`src/hw/rtl/crx_pkg.sv`:
```
`default_nettype none

package crx_pkg;

    // Field widths
    localparam int ID_W      = 8;
    localparam int DATA_W    = 56;
    localparam int CR_W      = 16;
    localparam int MAXLEN_W  = 9;
    localparam int BYTES_W   = 9;
    localparam int CFG_IDX_W = 3;
    localparam int CFG_DAT_W = 16;

    // Result buffer depth and count width
    localparam int RES_MAX   = 3;
    localparam int RES_CNT_W = 2;

    // Timer width default
    localparam int TIMER_BITS_DEF = 16;

    // Input operation codes
    localparam logic OP_FRAME = 1'b0;
    localparam logic OP_TICK  = 1'b1;

    // Frame types from the PCI high nibble
    localparam logic [3:0] PCI_SF = 4'd0;
    localparam logic [3:0] PCI_FF = 4'd1;
    localparam logic [3:0] PCI_CF = 4'd2;

    // Result kinds
    localparam logic [2:0] KIND_CHUNK = 3'd0;
    localparam logic [2:0] KIND_FIRST = 3'd1;
    localparam logic [2:0] KIND_DONE  = 3'd2;
    localparam logic [2:0] KIND_ERROR = 3'd3;
    localparam logic [2:0] KIND_FC    = 3'd4;

    // Error codes
    localparam logic [1:0] ERR_NONE    = 2'd0;
    localparam logic [1:0] ERR_TIMEOUT = 2'd1;
    localparam logic [1:0] ERR_SEQ     = 2'd2;

    // Flow control status
    localparam logic FC_CTS      = 1'b0;
    localparam logic FC_OVERFLOW = 1'b1;

    // Configuration register indexes
    localparam logic [CFG_IDX_W-1:0] CFG_PHYSICAL_ID     = 3'd0;
    localparam logic [CFG_IDX_W-1:0] CFG_BLOCK_SIZE      = 3'd1;
    localparam logic [CFG_IDX_W-1:0] CFG_SEPARATION_TIME = 3'd2;
    localparam logic [CFG_IDX_W-1:0] CFG_CR_TIMEOUT_MS   = 3'd3;
    localparam logic [CFG_IDX_W-1:0] CFG_MAX_LENGTH      = 3'd4;

    // Configuration reset values
    localparam logic [7:0]          PHYSICAL_ID_RST     = 8'd0;
    localparam logic [7:0]          BLOCK_SIZE_RST      = 8'd8;
    localparam logic [7:0]          SEPARATION_TIME_RST = 8'd20;
    localparam logic [CR_W-1:0]     CR_TIMEOUT_RST      = 16'd150;
    localparam logic [MAXLEN_W-1:0] MAX_LENGTH_RST      = 9'd256;

    typedef struct packed {
        logic              op;
        logic [ID_W-1:0]   can_id;
        logic [7:0]        pci_byte;
        logic [DATA_W-1:0] frame_data;
    } frame_t;

    typedef struct packed {
        logic [2:0]        kind;
        logic [ID_W-1:0]   msg_id;
        logic [7:0]        msg_length;
        logic [7:0]        chunk_offset;
        logic [DATA_W-1:0] chunk_data;
        logic [2:0]        chunk_count;
        logic [1:0]        error_code;
        logic              fc_status;
        logic [7:0]        fc_block;
        logic [7:0]        fc_stmin;
        logic              last;
    } result_t;

    typedef struct packed {
        logic [ID_W-1:0]     physical_id;
        logic [7:0]          block_size;
        logic [7:0]          separation_time;
        logic [CR_W-1:0]     cr_timeout_ms;
        logic [MAXLEN_W-1:0] max_length;
    } cfg_t;

    typedef result_t [RES_MAX-1:0] result_set_t;

    // Keep the lowest n bytes of a data word
    function automatic logic [DATA_W-1:0] low_bytes(input logic [DATA_W-1:0] d,
                                                    input logic [2:0] n);
        logic [DATA_W-1:0] r;
        r = '0;
        for (int i = 0; i < DATA_W / 8; i++) begin
            if (3'(i) < n) begin
                r[i*8 +: 8] = d[i*8 +: 8];
            end
        end
        return r;
    endfunction

    function automatic result_t mk_chunk(input logic [ID_W-1:0] id, input logic [7:0] len,
                                         input logic [7:0] off,
                                         input logic [DATA_W-1:0] data,
                                         input logic [2:0] cnt);
        result_t r;
        r = '0;
        r.kind         = KIND_CHUNK;
        r.msg_id       = id;
        r.msg_length   = len;
        r.chunk_offset = off;
        r.chunk_data   = data;
        r.chunk_count  = cnt;
        return r;
    endfunction

    function automatic result_t mk_plain(input logic [2:0] kind, input logic [ID_W-1:0] id,
                                         input logic [7:0] len);
        result_t r;
        r = '0;
        r.kind       = kind;
        r.msg_id     = id;
        r.msg_length = len;
        return r;
    endfunction

    function automatic result_t mk_error(input logic [ID_W-1:0] id, input logic [7:0] len,
                                         input logic [1:0] code);
        result_t r;
        r = '0;
        r.kind       = KIND_ERROR;
        r.msg_id     = id;
        r.msg_length = len;
        r.error_code = code;
        return r;
    endfunction

    function automatic result_t mk_fc(input logic [ID_W-1:0] id, input logic [7:0] len,
                                      input logic st, input logic [7:0] bs,
                                      input logic [7:0] stmin);
        result_t r;
        r = '0;
        r.kind       = KIND_FC;
        r.msg_id     = id;
        r.msg_length = len;
        r.fc_status  = st;
        r.fc_block   = bs;
        r.fc_stmin   = stmin;
        return r;
    endfunction

endpackage

`default_nettype wire

```
`src/hw/rtl/crx_proc.sv`:
```
`default_nettype none

module crx_proc
    import crx_pkg::*;
#(
    parameter int TIMER_BITS = TIMER_BITS_DEF
)(
    input  wire logic                    clk,
    input  wire logic                    rst_n,
    input  wire logic                    fire,
    input  wire frame_t                  item,
    input  wire cfg_t                    cfg,
    output      result_set_t             res,
    output      logic [RES_CNT_W-1:0]    res_count
);

    localparam int CMP_W = (TIMER_BITS > CR_W) ? TIMER_BITS : CR_W;

    logic                  receiving_reg,       receiving_next;
    logic [3:0]            expected_seq_reg,    expected_seq_next;
    logic [BYTES_W-1:0]    bytes_received_reg,  bytes_received_next;
    logic [7:0]            declared_length_reg, declared_length_next;
    logic [ID_W-1:0]       sender_id_reg,       sender_id_next;
    logic [7:0]            block_left_reg,      block_left_next;
    logic [TIMER_BITS-1:0] gap_timer_reg,       gap_timer_next;

    logic [3:0]            frame_type;
    logic [3:0]            pci_low;
    logic [7:0]            ff_len;
    logic [TIMER_BITS-1:0] gap_inc;
    logic                  tick_expired;
    logic                  gap_expired;
    logic [BYTES_W-1:0]    remaining;
    logic [7:0]            block_dec;

    // Decode the item and build its results against the current state
    always_comb
    begin
        res                  = '0;
        res_count            = '0;
        receiving_next       = receiving_reg;
        expected_seq_next    = expected_seq_reg;
        bytes_received_next  = bytes_received_reg;
        declared_length_next = declared_length_reg;
        sender_id_next       = sender_id_reg;
        block_left_next      = block_left_reg;
        gap_timer_next       = gap_timer_reg;

        frame_type   = item.pci_byte[7:4];
        pci_low      = item.pci_byte[3:0];
        ff_len       = item.frame_data[7:0];
        gap_inc      = (gap_timer_reg != '1) ? gap_timer_reg + 1'b1 : gap_timer_reg;
        tick_expired = CMP_W'(gap_inc) >= CMP_W'(cfg.cr_timeout_ms);
        gap_expired  = CMP_W'(gap_timer_reg) >= CMP_W'(cfg.cr_timeout_ms);
        remaining    = {1'b0, declared_length_reg} - bytes_received_reg;
        block_dec    = block_left_reg - 8'd1;

        if (item.op == OP_TICK) begin
            // Advance the Cr timer while a message is open
            if (receiving_reg) begin
                gap_timer_next = gap_inc;
                if (tick_expired) begin
                    res[0]         = mk_error(sender_id_reg, declared_length_reg, ERR_TIMEOUT);
                    res_count      = 2'd1;
                    receiving_next = 1'b0;
                end
            end
        end else if (frame_type == PCI_SF || frame_type == PCI_FF) begin
            // Drop any open reception
            receiving_next = 1'b0;
            if (frame_type == PCI_SF) begin
                if (pci_low != 4'd0 && pci_low <= 4'd7) begin
                    declared_length_next = {4'd0, pci_low};
                    bytes_received_next  = {5'd0, pci_low};
                    res[0] = mk_chunk(item.can_id, {4'd0, pci_low}, 8'd0,
                                      low_bytes(item.frame_data, pci_low[2:0]), pci_low[2:0]);
                    res[1] = mk_plain(KIND_DONE, item.can_id, {4'd0, pci_low});
                    res_count = 2'd2;
                end
            end else if (pci_low == 4'd0 && {1'b0, ff_len} < cfg.max_length) begin
                if (ff_len >= 8'd8) begin
                    receiving_next       = 1'b1;
                    gap_timer_next       = '0;
                    sender_id_next       = item.can_id;
                    declared_length_next = ff_len;
                    bytes_received_next  = BYTES_W'(6);
                    expected_seq_next    = 4'd1;
                    res[0] = mk_chunk(item.can_id, ff_len, 8'd0,
                                      {8'd0, item.frame_data[DATA_W-1:8]}, 3'd6);
                    res[1] = mk_plain(KIND_FIRST, item.can_id, ff_len);
                    res_count = 2'd2;
                    if (item.can_id == cfg.physical_id) begin
                        res[2] = mk_fc(item.can_id, ff_len, FC_CTS,
                                       cfg.block_size, cfg.separation_time);
                        res_count       = 2'd3;
                        block_left_next = cfg.block_size;
                    end
                end
            end else if (item.can_id == cfg.physical_id) begin
                // Reject an oversized first frame with an overflow reply
                res[0] = mk_fc(item.can_id, ff_len, FC_OVERFLOW,
                               cfg.block_size, cfg.separation_time);
                res_count       = 2'd1;
                block_left_next = cfg.block_size;
            end
        end else if (receiving_reg) begin
            if (gap_expired) begin
                res[0]         = mk_error(sender_id_reg, declared_length_reg, ERR_TIMEOUT);
                res_count      = 2'd1;
                receiving_next = 1'b0;
            end else if (frame_type == PCI_CF && item.can_id == sender_id_reg) begin
                gap_timer_next = '0;
                if (pci_low == expected_seq_reg) begin
                    expected_seq_next = expected_seq_reg + 4'd1;
                    if (remaining <= BYTES_W'(7)) begin
                        // Close the message with the tail chunk
                        res[0] = mk_chunk(item.can_id, declared_length_reg,
                                          bytes_received_reg[7:0],
                                          low_bytes(item.frame_data, remaining[2:0]),
                                          remaining[2:0]);
                        res[1] = mk_plain(KIND_DONE, item.can_id, declared_length_reg);
                        res_count           = 2'd2;
                        bytes_received_next = {1'b0, declared_length_reg};
                        receiving_next      = 1'b0;
                    end else begin
                        res[0] = mk_chunk(item.can_id, declared_length_reg,
                                          bytes_received_reg[7:0], item.frame_data, 3'd7);
                        res_count           = 2'd1;
                        bytes_received_next = bytes_received_reg + BYTES_W'(7);
                        block_left_next     = block_dec;
                        // Grant the next block once this one is used up
                        if (block_dec == 8'd0 && cfg.block_size != 8'd0
                            && item.can_id == cfg.physical_id) begin
                            res[1] = mk_fc(item.can_id, declared_length_reg, FC_CTS,
                                           cfg.block_size, cfg.separation_time);
                            res_count       = 2'd2;
                            block_left_next = cfg.block_size;
                        end
                    end
                end else begin
                    res[0]         = mk_error(item.can_id, declared_length_reg, ERR_SEQ);
                    res_count      = 2'd1;
                    receiving_next = 1'b0;
                end
            end
        end

        // Mark the final result of the item
        for (int i = 0; i < RES_MAX; i++) begin
            res[i].last = (res_count == RES_CNT_W'(i + 1));
        end
    end

    // Commit the reception state when the item is taken
    always_ff @(posedge clk or negedge rst_n)
    begin
        if (!rst_n) begin
            receiving_reg       <= 1'b0;
            expected_seq_reg    <= '0;
            bytes_received_reg  <= '0;
            declared_length_reg <= '0;
            sender_id_reg       <= '0;
            block_left_reg      <= BLOCK_SIZE_RST;
            gap_timer_reg       <= '0;
        end else if (fire) begin
            receiving_reg       <= receiving_next;
            expected_seq_reg    <= expected_seq_next;
            bytes_received_reg  <= bytes_received_next;
            declared_length_reg <= declared_length_next;
            sender_id_reg       <= sender_id_next;
            block_left_reg      <= block_left_next;
            gap_timer_reg       <= gap_timer_next;
        end
    end

endmodule

`default_nettype wire

```
`src/hw/rtl/crx_outq.sv`:
```
`default_nettype none

module crx_outq
    import crx_pkg::*;
(
    input  wire logic                 clk,
    input  wire logic                 rst_n,
    input  wire logic                 load,
    input  wire result_set_t          load_res,
    input  wire logic [RES_CNT_W-1:0] load_count,
    output      logic                 can_load,
    output      logic                 result_valid,
    input  wire logic                 result_ready,
    output      result_t              result_item
);

    result_t [RES_MAX-1:0]  entries_reg;
    logic [RES_CNT_W-1:0]   count_reg;
    logic [RES_CNT_W-1:0]   head_reg;
    logic                   pop;

    assign result_valid = (count_reg != '0);
    assign result_item  = entries_reg[head_reg];
    assign pop          = result_valid && result_ready;
    // Take a new set once the last buffered item leaves
    assign can_load     = (count_reg == '0) || (count_reg == RES_CNT_W'(1) && pop);

    // Hold result payloads
    always_ff @(posedge clk)
    begin
        if (load) begin
            entries_reg <= load_res;
        end
    end

    // Advance the read pointer as items are taken
    always_ff @(posedge clk or negedge rst_n)
    begin
        if (!rst_n) begin
            count_reg <= '0;
            head_reg  <= '0;
        end else if (load) begin
            count_reg <= load_count;
            head_reg  <= '0;
        end else if (pop) begin
            count_reg <= count_reg - 1'b1;
            head_reg  <= head_reg + 1'b1;
        end
    end

endmodule

`default_nettype wire

```
`src/hw/rtl/can_transport_rx_reassembly_core.sv`:
```
`default_nettype none

// Channel   Direction  Handshake                   Payload
// frame     in         frame_valid / frame_ready   frame_item (frame_t)
// result    out        result_valid / result_ready result_item (result_t)
// cfg       in         cfg_valid / cfg_ready       cfg_index, cfg_data
//
// An item is decoded in the cycle after it lands in the input register and its
// zero to three results go to the result buffer when it can take a new set, and
// the buffer sends one per cycle over the single output port while result_ready
// is high.
// Reset clears the reception state and loads the register defaults.
// A stalled output holds the buffer; one further item waits in the input register.

module can_transport_rx_reassembly_core
    import crx_pkg::*;
#(
    parameter int TIMER_BITS = TIMER_BITS_DEF
)(
    input  wire logic                 clk,
    input  wire logic                 rst_n,
    input  wire logic                 frame_valid,
    output      logic                 frame_ready,
    input  wire frame_t               frame_item,
    output      logic                 result_valid,
    input  wire logic                 result_ready,
    output      result_t              result_item,
    input  wire logic                 cfg_valid,
    output      logic                 cfg_ready,
    input  wire logic [CFG_IDX_W-1:0] cfg_index,
    input  wire logic [CFG_DAT_W-1:0] cfg_data
);

    logic                 frame_valid_reg;
    frame_t               frame_item_reg;
    cfg_t                 cfg_reg;
    result_set_t          step_res;
    logic [RES_CNT_W-1:0] step_count;
    logic                 can_load;
    logic                 fire;

    assign fire        = frame_valid_reg && can_load;
    assign frame_ready = !frame_valid_reg || fire;
    assign cfg_ready   = 1'b1;

    // Hold the accepted item until it is decoded
    always_ff @(posedge clk or negedge rst_n)
    begin
        if (!rst_n) begin
            frame_valid_reg <= 1'b0;
        end else if (frame_ready) begin
            frame_valid_reg <= frame_valid;
        end
    end

    always_ff @(posedge clk)
    begin
        if (frame_valid && frame_ready) begin
            frame_item_reg <= frame_item;
        end
    end

    // Write configuration registers
    always_ff @(posedge clk or negedge rst_n)
    begin
        if (!rst_n) begin
            cfg_reg.physical_id     <= PHYSICAL_ID_RST;
            cfg_reg.block_size      <= BLOCK_SIZE_RST;
            cfg_reg.separation_time <= SEPARATION_TIME_RST;
            cfg_reg.cr_timeout_ms   <= CR_TIMEOUT_RST;
            cfg_reg.max_length      <= MAX_LENGTH_RST;
        end else if (cfg_valid && cfg_ready) begin
            unique case (cfg_index)
                CFG_PHYSICAL_ID:     cfg_reg.physical_id     <= cfg_data[ID_W-1:0];
                CFG_BLOCK_SIZE:      cfg_reg.block_size      <= cfg_data[7:0];
                CFG_SEPARATION_TIME: cfg_reg.separation_time <= cfg_data[7:0];
                CFG_CR_TIMEOUT_MS:   cfg_reg.cr_timeout_ms   <= cfg_data[CR_W-1:0];
                CFG_MAX_LENGTH:      cfg_reg.max_length      <= cfg_data[MAXLEN_W-1:0];
                default: ;
            endcase
        end
    end

    crx_proc #(
        .TIMER_BITS (TIMER_BITS)
    ) u_proc (
        .clk       (clk),
        .rst_n     (rst_n),
        .fire      (fire),
        .item      (frame_item_reg),
        .cfg       (cfg_reg),
        .res       (step_res),
        .res_count (step_count)
    );

    crx_outq u_outq (
        .clk          (clk),
        .rst_n        (rst_n),
        .load         (fire),
        .load_res     (step_res),
        .load_count   (step_count),
        .can_load     (can_load),
        .result_valid (result_valid),
        .result_ready (result_ready),
        .result_item  (result_item)
    );

endmodule

`default_nettype wire

```
`config.mk`:
```
export PLATFORM = sky130hd
export DESIGN_NAME = can_transport_rx_reassembly_core
export DESIGN_NICKNAME = d
export VERILOG_FILES = /design/src/hw/rtl/crx_pkg.sv /design/src/hw/rtl/crx_proc.sv /design/src/hw/rtl/crx_outq.sv /design/src/hw/rtl/can_transport_rx_reassembly_core.sv
export SDC_FILE = /design/constraint.sdc
export NUM_CORES = 1
export LEC_CHECK = 0
export BUFFER_PORTS_ARGS = -buffer_cell sky130_fd_sc_hd__buf_2
export CAP_MARGIN = 20
export CORE_ASPECT_RATIO = 2
export CORE_MARGIN = 2
export CORE_UTILIZATION = 40
export DETAILED_ROUTE_END_ITERATION = 16
export GPL_TIMING_DRIVEN = 0
export PLACE_DENSITY = 0.61
export SYNTH_ARGS = -nofsm -noshare
export SYNTH_HDL_FRONTEND = slang
export SYNTH_SLANG_ARGS = --single-unit
```
`constraint.sdc`:
```
create_clock -name clk -period 10.3 [get_ports clk]
set_input_delay 0.515 -clock clk [delete_from_list [all_inputs] [get_ports clk]]
set_output_delay 0.515 -clock clk [all_outputs]
set_load 0.05 [all_outputs]
```
==> flow_metrics.env <==
export IMPL_hold_depth=1
export IMPL_cpMaxStageDelayCell="or4_1"
export IMPL_avgSynthCellArea_um2=11.8
export IMPL_wl_per_cell_um=21.9
export IMPL_yosysSeqAreaShare_pct=57.9
export IMPL_crit_required_ps=10600
export IMPL_h_tree_depth=2
export IMPL_path_max_fanout=9
export IMPL_cts_buffer_depth=3
export IMPL_clkLatencyLatePin_ps=540
export IMPL_grt_total_usage_pct=21.9
export IMPL_synth_seq_cells=355
export IMPL_total_power_mw=5.56
export IMPL_maxSlewHeadroom_pct=29.2
export IMPL_routed_via_density=5.50
export IMPL_cp_top_family="simple AND/OR/NAND/NOR gates"
export IMPL_met2_usage_pct=42.5
export IMPL_met1_usage_pct=21.9
export IMPL_worstHoldPathType="primary input to flop"
export IMPL_die_height_um=300
export IMPL_synthFlopType="edfxtp_1"
export IMPL_status="completed"
export IMPL_critPathBufInv=3
export IMPL_vias=12700
export IMPL_worst_slew_pin_transition_ps=1060
export IMPL_clock_sinks=355
export IMPL_ant_nets=0
export IMPL_power_density_mw_per_mm2=272
export IMPL_yosysWarnings=0
export IMPL_area_growth_pct=17.1
export IMPL_place_gp_congestion=0.908
export IMPL_grt_max_degree=67
export IMPL_crit_type="flop to flop"
export IMPL_synth_edff_count=247
export IMPL_drtPass1Iterations=7
export IMPL_initialDrtViolationCount=734
export IMPL_cts_tree="built"
export IMPL_synth_area_mm2=0.0175
export IMPL_layout_commonest_cell="edfxtp_1"
export IMPL_critPathMaxStageDelay_ps=540
export IMPL_drive_gt1_share_pct=21.0
export IMPL_design_core_area_mm2=0.0432
export IMPL_final_area_mm2=0.0205
export IMPL_layout_common_cells="edfxtp_1, buf_2, and2_1"
export IMPL_end_kind="flop"
export IMPL_fin_nets=1879
export IMPL_fp_dieArea_mm2=0.0455
export IMPL_syn_inst=1478
export IMPL_postCtsSetupBuffers=0
export IMPL_portBuffers=203
export IMPL_drv_cap=0
export IMPL_grt_pass1_vias=13000
export IMPL_hold_buffers=1
export IMPL_vdd_drop_max_v=0.000169
export IMPL_io_pins=206
export IMPL_drv_slew=0
export IMPL_fin_crit_sh_pct=51.9
export IMPL_path_clk_slew_ps=60
export IMPL_antenna_found_initial=1
export IMPL_netlist_cell_type_count=87
export IMPL_grt_use_met3_pct=3.14
export IMPL_worst_path_most_repeated_cell="buf_2"
export IMPL_antennaDiodeCount=0
export IMPL_die_x_um=152
export IMPL_drcViolationCount=0
export IMPL_num_rows=108
export IMPL_fmax_ghz=0.187
export IMPL_fin_skew_ps=24.1
export IMPL_dp_hpwl_mm=38.7
export IMPL_syn_nets=1630
export IMPL_setup_viol=0
export IMPL_cts_resized=0
export IMPL_grt_overflow=0
export IMPL_reg2regPathDepth=18
export IMPL_crit_cells=18
export IMPL_crit_path_cell_trace="buf_2 > nand4_1 > or4_1 > clkbuf_1 > or3_1 > buf_2 > nor2b_1 > and3_4 > xor2_1 > ha_1 > and4_1 > a21oi_1 > a311oi_1 > a211o_1 > nand3_1 > a31oi_1 > nand2_1 > and2_1"
export IMPL_largest_reg_flops=174
export IMPL_synthArstFlopShare_pct=30.4
export IMPL_cp_start_kind="flop"
export IMPL_wl_mm=50.6
export IMPL_placed_area_mm2=0.0194
export IMPL_hold_violations=0
export IMPL_cts_buffers=35
export IMPL_cts_root_buf="clkbuf_16"
export IMPL_cp_data_arrival_time_ps=5640
export IMPL_grt_pass1_wl_mm=76.5
export IMPL_p_leak_nw=8.29
export IMPL_start_util_pct=40.5
export IMPL_grt_busiest_layer="met2"
export IMPL_rsz0062_at_grt="no"
export IMPL_period_needed_ps=5350
## worst paths after layout
check	from	slack, ps	endpoint
max	u_proc.gap_timer_reg[3]	4950	u_outq.entries_reg[106]
min	frame_item[66]	150	frame_item_reg[66]
max reg2reg	u_proc.gap_timer_reg[3]	4950	u_outq.entries_reg[106]
min reg2reg	cfg_reg[19]	500	cfg_reg[19]
max in group asynchronous	rst_n	9050	u_proc.block_left_reg[3]
min in group asynchronous	rst_n	490	cfg_reg[26]
## through the flow
stage | instances | TNS, ps | util, % | hold slack [ps] | setup WS (ps)
6_report | 2303 | 0 | 47.4 | 148 | 4950
2_1_floorplan | 1478 | 0 | - | 219 | 2270
4_1_cts | 2303 | 0 | 47.4 | 129 | 5030
3_3_place_gp | 2231 | -32390 | 44.4 | 492 | -1050
3_5_place_dp | 2239 | 0 | 44.8 | 494 | 5070
5_1_grt | 2303 | 0 | 47.4 | 132 | 4740
## cells in the mapped netlist (16+ instances only)
cell type    n  area share, %
clkbuf_1    51            1.1
nand2_1    126            2.7
mux2i_1     39            2.2
xnor2_1     17           0.85
nand3_1     26           0.74
a22o_1      64            3.2
nor2_1      72            1.5
ha_1        54            3.9
dfrtp_1     99             14
nor3_1      16           0.46
mux2_2      51            3.3
o21ai_0     87            2.5
inv_1       55            1.2
xor2_1      18           0.90
a31oi_1     16           0.57
a21oi_1     58            1.7
edfxtp_1   247             42
and2_1     149            5.3
## layer usage
metal	up-vias	routed length (um)
li1	5925	-
met1	6167	17300
met2	451	27900
met3	127	2390
met4	2	2930
met5	-	11
## worst reg2reg max path: stages (launching register included)
cell and delay [ps]:
dfrtp_1 380, buf_2 200, nand4_1 190, or4_1 550, clkbuf_1 180, or3_1 350, buf_2 180, nor2b_1 210
and3_4 220, xor2_1 140, ha_1 270, and4_1 250, a21oi_1 90, a311oi_1 310, a211o_1 260, nand3_1 410
a31oi_1 520, nand2_1 190, and2_1 200
## power by group
group          switching, mW  leakage [nW]  internal, mW
Sequential             0.168          3.81          1.98
Clock                  0.550         0.552         0.714
Combinational           1.63          3.93         0.517
## layout make-up
type	count	area, um^2
clock buffer	42	955
tap	550	688
fill	3979	22800
timing repair buffer	212	1170
sequential	355	10100
multi-input combinational	994	6860
clock inverter	21	163
inverter	55	206
buffer	74	319
## cell families (layout without fill, tap and decap cells)
logic type      after synthesis  after routing  share of synthesized area, %
simple gates                472            472                          14.2
flops                       355            355                          57.9
compound gates              339            339                          13.5
buf+inv                     129            404                          2.98
mux                          92             92                          5.68
fa+ha+maj                    55             55                          3.98
xor+xnor                     35             35                          1.75
other cells                   1              1                        0.0214
No activity file was read; power rests on OpenSTA's default activity.
